$ cat src/rtl/core/tscg_pkg.sv
// Shared types, constants and the elaboration-time basis weight ROM for the spline generator.
package tscg_pkg;

	localparam int STEPS   = 64;
	localparam int STEP_W  = $clog2(STEPS);
	localparam int X_W     = 16;
	localparam int Y_W     = 32;
	localparam int W_W     = 17;
	localparam int PX_W    = X_W + 1 + W_W;
	localparam int PY_W    = Y_W + W_W;
	localparam int SX_W    = PX_W + 2;
	localparam int SY_W    = PY_W + 2;
	localparam int FRAC    = 15;
	localparam int DX_W    = SX_W - FRAC;
	localparam int VY_W    = SY_W - FRAC;
	localparam int DATA_W  = X_W + Y_W;

	localparam logic [63:0] Q30_ONE     = 64'd1073741824;
	localparam logic [63:0] HALF_PI_Q30 = 64'd1686629713;

	typedef logic signed [W_W-1:0] weight_t;
	typedef logic [X_W-1:0]        px_t;
	typedef logic signed [Y_W-1:0] py_t;
	typedef weight_t [1:0][3:0][STEPS-1:0] rom_t;

	// one queued transaction from the front end
	typedef struct packed {
		logic restart;
		logic mode;
		px_t  x;
		py_t  y;
	} item_t;

	// one sample issued to the datapath
	typedef struct packed {
		logic               valid;
		logic               last;
		weight_t [3:0]      w;
		px_t [3:0]          x;
		py_t [3:0]          y;
	} issue_t;

	// sin(pi/2 * u), u and result in Q30
	function automatic logic [63:0] quarter_sin(input logic [63:0] u);
		logic [63:0] x;
		logic [63:0] x2;
		logic [63:0] t;
		x  = (HALF_PI_Q30 * u) >> 30;
		x2 = (x * x) >> 30;
		t  = Q30_ONE;
		t  = Q30_ONE - (((x2 * t) >> 30) / 64'd110);
		t  = Q30_ONE - (((x2 * t) >> 30) / 64'd72);
		t  = Q30_ONE - (((x2 * t) >> 30) / 64'd42);
		t  = Q30_ONE - (((x2 * t) >> 30) / 64'd20);
		t  = Q30_ONE - (((x2 * t) >> 30) / 64'd6);
		return (x * t) >> 30;
	endfunction

	// round half away from zero, then shift right
	function automatic longint round_shift(input longint v, input int s);
		longint half;
		half = longint'(1) <<< (s - 1);
		if (v >= 0) begin
			return (v + half) >>> s;
		end
		return -(((-v) + half) >>> s);
	endfunction

	function automatic rom_t build_rom();
		rom_t   r;
		longint sn;
		longint cs;
		longint one;
		logic [63:0] u;
		one = longint'(Q30_ONE);
		for (int i = 0; i < STEPS; i++) begin
			u  = (64'(i + 1) << 30) / 64'(STEPS);
			sn = longint'(quarter_sin(u));
			cs = longint'(quarter_sin(Q30_ONE - u));
			r[1][0][i] = W_W'(round_shift(cs * (cs - one), 46));
			r[1][1][i] = W_W'(round_shift(sn * (sn + one), 46));
			r[1][2][i] = W_W'(round_shift(cs * (cs + one), 46));
			r[1][3][i] = W_W'(round_shift(sn * (sn - one), 46));
			r[0][0][i] = W_W'(round_shift(one - cs, 17));
			r[0][1][i] = W_W'(round_shift(one + sn, 17));
			r[0][2][i] = W_W'(round_shift(one + cs, 17));
			r[0][3][i] = W_W'(round_shift(one - sn, 17));
		end
		return r;
	endfunction

	localparam rom_t W_ROM = build_rom();

endpackage

$ cat src/rtl/core/tscg_front.sv
// Input side: mode register, transaction capture and a two-entry queue to the sequencer.
module tscg_front (
	input  logic                         clk,
	input  logic                         arst_n,
	input  logic                         s_tvalid,
	output logic                         s_tready,
	input  logic [tscg_pkg::DATA_W-1:0]  s_tdata,
	input  logic                         s_tuser,
	input  logic                         cfg_valid,
	output logic                         cfg_ready,
	input  logic                         cfg_data,
	output logic                         q_valid,
	output tscg_pkg::item_t              q_item,
	input  logic                         q_pop
);
	import tscg_pkg::*;

	logic        interp_mode_q;
	item_t [1:0] entry_q;
	logic        wr_ptr_q;
	logic        rd_ptr_q;
	logic [1:0]  count_q;
	logic        push;
	item_t       new_item;

	assign cfg_ready = 1'b1;
	assign s_tready  = (count_q != 2'd2);
	assign push      = s_tvalid && s_tready;
	assign q_valid   = (count_q != 2'd0);
	assign q_item    = entry_q[rd_ptr_q];

	always_comb begin
		new_item.restart = s_tuser;
		new_item.mode    = interp_mode_q;
		new_item.x       = s_tdata[X_W-1:0];
		new_item.y       = s_tdata[DATA_W-1:X_W];
	end

	always_ff @(posedge clk or negedge arst_n) begin
		if (!arst_n) begin
			interp_mode_q <= 1'b1;
			wr_ptr_q      <= 1'b0;
			rd_ptr_q      <= 1'b0;
			count_q       <= 2'd0;
		end else begin
			if (cfg_valid && cfg_ready) begin
				interp_mode_q <= cfg_data;
			end
			if (push) begin
				wr_ptr_q <= ~wr_ptr_q;
			end
			if (q_pop) begin
				rd_ptr_q <= ~rd_ptr_q;
			end
			if (push && !q_pop) begin
				count_q <= count_q + 2'd1;
			end else if (!push && q_pop) begin
				count_q <= count_q - 2'd1;
			end
		end
	end

	always_ff @(posedge clk) begin
		if (push) begin
			entry_q[wr_ptr_q] <= new_item;
		end
	end

endmodule

$ cat config.mk
export PLATFORM = sky130hd
export DESIGN_NAME = tscg_front
export DESIGN_NICKNAME = d
export VERILOG_FILES = /design/src/rtl/core/tscg_pkg.sv /design/src/rtl/core/tscg_front.sv
export SDC_FILE = /design/constraint.sdc
export NUM_CORES = 1
export LEC_CHECK = 0
export BUFFER_PORTS_ARGS = -buffer_cell sky130_fd_sc_hd__clkbuf_2
export CAP_MARGIN = 5
export CELL_PAD_IN_SITES_DETAIL_PLACEMENT = 2
export CELL_PAD_IN_SITES_GLOBAL_PLACEMENT = 2
export CORE_MARGIN = 2
export CORE_UTILIZATION = 35
export CTS_BUF_LIST = sky130_fd_sc_hd__clkbuf_4 sky130_fd_sc_hd__clkbuf_8
export CTS_CLUSTER_DIAMETER = 120
export DETAILED_ROUTE_END_ITERATION = 8
export HOLD_SLACK_MARGIN = 0.03
export PLACE_DENSITY = 0.75
export SKIP_CTS_REPAIR_TIMING = 1
export SLEW_MARGIN = 10
export SYNTH_ARGS = -nofsm -noshare
export SYNTH_HDL_FRONTEND = slang
export SYNTH_SLANG_ARGS = --single-unit
export TNS_END_PERCENT = 1
$ cat constraint.sdc
create_clock -name clk -period 4.1 [get_ports clk]
set_clock_uncertainty 0.2 [all_clocks]
set_input_delay 0.82 -clock clk [delete_from_list [all_inputs] [get_ports clk]]
set_output_delay 0.82 -clock clk [all_outputs]
set_load 0.1 [all_outputs]
==> results of run 1 <==
[cell type report]
type	instances	area [um^2]	share of cell area, %
timing repair buffer	110	561	11.4
inverter	2	7.51	0.153
tap	143	179	3.64
sequential	105	3130	63.7
clock inverter	7	55.1	1.12
multi-input combinational	64	857	17.4
clock buffer	9	124	2.52
[per-stage QoR]
step	cell area, um^2	utilization, %	worst slack [ps]	hold slack [ps]	cells
after detailed placement	4740	41.5	1170	281	424
final	4920	43.1	833	69.4	440
after global placement	4740	41.5	1200	279	424
after CTS	4920	43.1	767	55.3	440
after floorplan	4110	-	679	256	178
after global routing	4920	43.1	710	53.0	440
[kinds of logic (layout without fill, tap and decap cells)]
logic type | count (synthesis) | after routing | share of synthesized area, %
DFF | 105 | 105 | 76.3
muxes | 51 | 51 | 18.5
buffers and inverters | 9 | 128 | 3.08
and+or+nand+nor | 6 | 6 | 0.732
xor gates and xnor gates | 5 | 5 | 1.07
adders and majority gates | 1 | 1 | 0.305
other | 1 | 1 | 0.0914
[worst min-delay path by stage]
stage | startpoint | endpoint | slack (ps) | depth (start not counted)
2_1_floorplan | count_q[1] | count_q[1] | 260 | 1
3_3_place_gp | count_q[1] | count_q[1] | 280 | 1
3_5_place_dp | count_q[1] | count_q[1] | 280 | 1
4_1_cts | arst_n | count_q[1] | 60 | 1
5_1_grt | arst_n | wr_ptr_q | 50 | 1
6_report | arst_n | count_q[1] | 70 | 1
[cell usage in the layout, fill, tap and decap left out, types with 2 or more instances in the layout]
cell / netlist / final
xnor2_1: 2 / 2
edfxtp_1: 100 / 100
inv_1: 2 / 2
xor2_1: 3 / 3
clkbuf_2: 0 / 106
clkbuf_8: 0 / 9
mux2_2: 2 / 2
buf_4: 1 / 4
mux2_4: 49 / 49
clkinv_4: 0 / 3
dfrtp_1: 4 / 3
[registers in the layout, summed over array words and instances, names as in the netlist]
name / flops
entry_q: 100
count_q: 2
interp_mode_q: 1
rd_ptr_q: 1
wr_ptr_q: 1
[per-layer routing]
layer  track usage, %  up-vias
met1             14.2      990
met3             2.70       11
li1                 -      909
met2             21.3       68
met4             4.39        0
met5                0        -
==> impl_metrics.yaml, run 1 <==
final_layout:
  drive_gt1_share_pct: 60.9
  nets: 348
  fillerInstances: 1098
  syn2layout_area_growth_pct: 19.8
  antenna_cells: 0
global_routing:
  grt-ovfl-total: 0
  grt_pass1_wl_mm: 11.6
  grt_pass1_vias: 2286
  grt_usage_pct: 11.9
  grt_antenna_before_repair: 0
  grt_max_degree: 52
yosys:
  ys_seq_area_share_pct: 76.3
  yosysUniqueCellTypes: 18
  synth_area_um2: 4100
  synth_top_area_share_pct: 73.2
  yosysMostFrequentCell: "edfxtp_1"
  synth-seq-cells: 105
  synth-async-reset-ratio_pct: 4.76
  yosys_warnings: 0
  synth_edf_count: 100
  synthCells: 178
  synth_nets: 234
  syn_area_per_cell_um2: 23.1
  ys.flop_type: "edfxtp_1"
  ys_top_cells_by_count: "100 x edfxtp_1, 49 x mux2_4, 5 x buf_12"
  synth_top_area_cell: "edfxtp_1"
  synth_area_leaders: "edfxtp_1 73%, mux2_4 18%, buf_12 2.4%"
sta:
  max_freq_mhz: 306
  relSlewSlack_pct: 33.6
  slew_violations: 0
  fin_crit_ps: 3270
  finalHoldViolations: 0
  worst_slew_pin_slew_ps: 997
  period_share_pct: 79.7
  rsz0062_at_grt: "false"
  setup_violations: 0
  fin_tns_setup_ps: 0
drt:
  wl_mm: 7.26
  top_layer: "met4"
  routed-wl-met3_um: 364
  drt_iter0_markers: 32
  routedWlPerCell_um: 16.5
  firstDrtPassIters: 4
  drt-vias-per-instance: 4.50
  wl_met2_mm: 3.75
  wl_met1_mm: 3.05
  drc_errors: 0
  vias: 1978
  postRouteAntennaNets: 0
floorplan:
  initial_core_util_pct: 35.9
  die_y_um: 112
  die_x_um: 112
  dieArea_um2: 12600
  core.rowCount: 39
  core_um2: 11400
  ios: 108
critical_path:
  timing.rr.end: "entry_q[13]"
  critical_path_buf_inv_count: 1
  worstReg2RegStart: "count_q[0]"
  startpoint: "rd_ptr_q"
  startpoint_type: "flip-flop"
  cp_cell_sequence: "mux2_2, clkbuf_2"
  worstPathArrival_ps: 2250
  rrSetupSlack_ps: 1960
  cp.depth: 2
  cpLargestDelayFamily: "flip-flops"
  reg2reg_depth: 4
  cp_slowest_cell: "dfrtp_4"
  critPathCapture: "q_item[33]"
  critPathKind: "flip-flop to output pin"
  end_kind: "output pin"
  worstPathRequired_ps: 3080
  crit_fanout: 51
  max_stage_delay_ps: 1100
place:
  port_buffers: 106
  hpwl_mm: 5.11
  gp_congestion: 0.622
hold_path:
  hold_class: "primary input to async pin"
cts:
  tritoncts: "done"
  cts_sinks: 105
  numCtsBuffers: 9
  clkSlewWorstSetupHoldPaths_ps: 100
  cts_root_buf: "clkbuf_8"
  clkLatencyLatePin_ps: 350
  cts_htree_levels: 3
  clockBufferDepth: 2
flow_run:
  cap_violations: 0
run_status:
  status: "completed"
Power of run 1 is left out: the tool's default activity adds up to more than one toggle a clock period on the data nets, which glitch-free logic cannot reach.
==> inputs of run 2 (changes only) <==
==> constraint.sdc (replaced) <==
create_clock -name clk -period 3.17 [get_ports clk]
set_clock_uncertainty 0.2 [all_clocks]
set_input_delay 0.634 -clock clk [delete_from_list [all_inputs] [get_ports clk]]
set_output_delay 0.634 -clock clk [all_outputs]
set_load 0.1 [all_outputs]
==> run 2 against run 1 <==
Utilization is 0.72 points higher. Flip-flop and latch count unchanged. Final cell count increased by 0.45%. Via count down 0.15%. Count of clock-buffer cells in the layout is 1 higher. First-iteration DRC count is 72% higher. Worst setup slack got worse by 470 ps. Register-to-register slack got worse by 790 ps. Sequential share of layout area decreased by 1.1 points. Critical path depth increased by 1. Non-clock buffer count is 2 higher. Critical path type unchanged. Critical endpoint is now q_item[20].
==> impl_metrics.yaml, run 2 (synthesis results as in run 1) <==
floorplan:
  initial_core_util_pct: 35.9
  core_um2: 11400
  core.rowCount: 39
  ios: 108
  die_x_um: 112
  dieArea_um2: 12600
  die_y_um: 112
sta:
  max_freq_mhz: 356
  period_share_pct: 88.7
  finalHoldViolations: 0
  rsz0062_at_grt: "false"
  relSlewSlack_pct: 60.9
  setup_violations: 0
  fin_crit_ps: 2810
  slew_violations: 0
  worst_slew_pin_slew_ps: 586
global_routing:
  grt_max_degree: 29
  grt_pass1_vias: 2182
  grt-ovfl-total: 0
  grt_antenna_before_repair: 0
  grt_usage_pct: 12.1
  grt_pass1_wl_mm: 11.4
final_layout:
  fin_cells: 442
  nets: 350
  regArea_um2: 3130
  multi_input_area_um2: 857
  top_regs: "entry_q: 100 flops, count_q: 2 flops"
  fillerInstances: 1087
  largest_reg_flops: 100
  drive_gt1_share_pct: 61.2
  syn2layout_area_growth_pct: 21.8
  final_common_cell: "clkbuf_2"
  largest-register: "entry_q"
  antenna_cells: 0
  layout_common_cells: "106 x clkbuf_2, 100 x edfxtp_1, 49 x mux2_4"
cts:
  tritoncts: "done"
  cts_htree_levels: 3
  clkSlewWorstSetupHoldPaths_ps: 110
  clkLatencyLatePin_ps: 350
  clockBufferDepth: 2
  cts_root_buf: "clkbuf_8"
  numCtsBuffers: 9
  cts_sinks: 105
critical_path:
  crit_fanout: 20
  worstPathArrival_ps: 1980
  end_kind: "output pin"
  rrSetupSlack_ps: 1170
  worstPathRequired_ps: 2340
  critPathKind: "flip-flop to output pin"
  startpoint_type: "flip-flop"
run_status:
  status: "completed"
place:
  dp.cells: 425
  hpwl_mm: 5.42
  port_buffers: 106
  gp_congestion: 0.631
drt:
  wl_mm: 7.68
  drt_iter0_markers: 55
  drc_errors: 0
  vias: 1975
  drt-vias-per-instance: 4.47
  postRouteAntennaNets: 0
  firstDrtPassIters: 4
  routedWlPerCell_um: 17.4
hold_path:
  hold_class: "primary input to flip-flop"
flow_run:
  cap_violations: 0
==> run 2: per-layer routing <==
layer,wire (um),track usage [%],vias up
met4,113,4.88,0
met2,3980,21.2,69
met5,0,0,-
met3,373,2.59,10
li1,-,-,913
met1,3210,14.6,983
==> run 2: worst max-delay path, stage by stage, from the launching register on <==
cell and delay (ps):
dfrtp_4 670, buf_12 250, mux2_4 330, clkbuf_2 370
==> run 2: through the flow <==
stage | utilization, % | instance area, um^2 | worst slack, ps | hold slack [ps] | TNS (ps)
after CTS | 43.7 | 4990 | 307 | -143 | 0
final | 43.8 | 5000 | 358 | 253 | 0
after detailed placement | 41.9 | 4780 | 708 | 267 | 0
after global routing | 43.8 | 5000 | 284 | 232 | 0
after floorplan | - | 4110 | -19.3 | 138 | -963
after global placement | 41.9 | 4780 | 736 | 266 | 0
==> run 2: layout make-up <==
| cell class | instances | area share (%) |
|---|---|---|
| inverters | 2 | 0.150 |
| clock buffers | 10 | 2.63 |
| repair buffers | 112 | 12.3 |
| multi-input cells | 64 | 17.1 |
| flip-flops and latches | 105 | 62.7 |
| well taps | 143 | 3.58 |
| clock inverters | 6 | 1.50 |
==> run 2: worst paths after layout <==
kind | cells after the start | to | startpoint
worst max-delay path | 3 | q_item[20] | rd_ptr_q
worst min-delay path | 1 | entry_q[4] | s_tdata[20]
worst max register to register | 3 | entry_q[52] | count_q[0]
worst min register to register | 1 | count_q[1] | count_q[1]
max in group asynchronous | 2 | interp_mode_q | arst_n
min in group asynchronous | 2 | wr_ptr_q | arst_n
Power of run 2 is left out for the same reason.
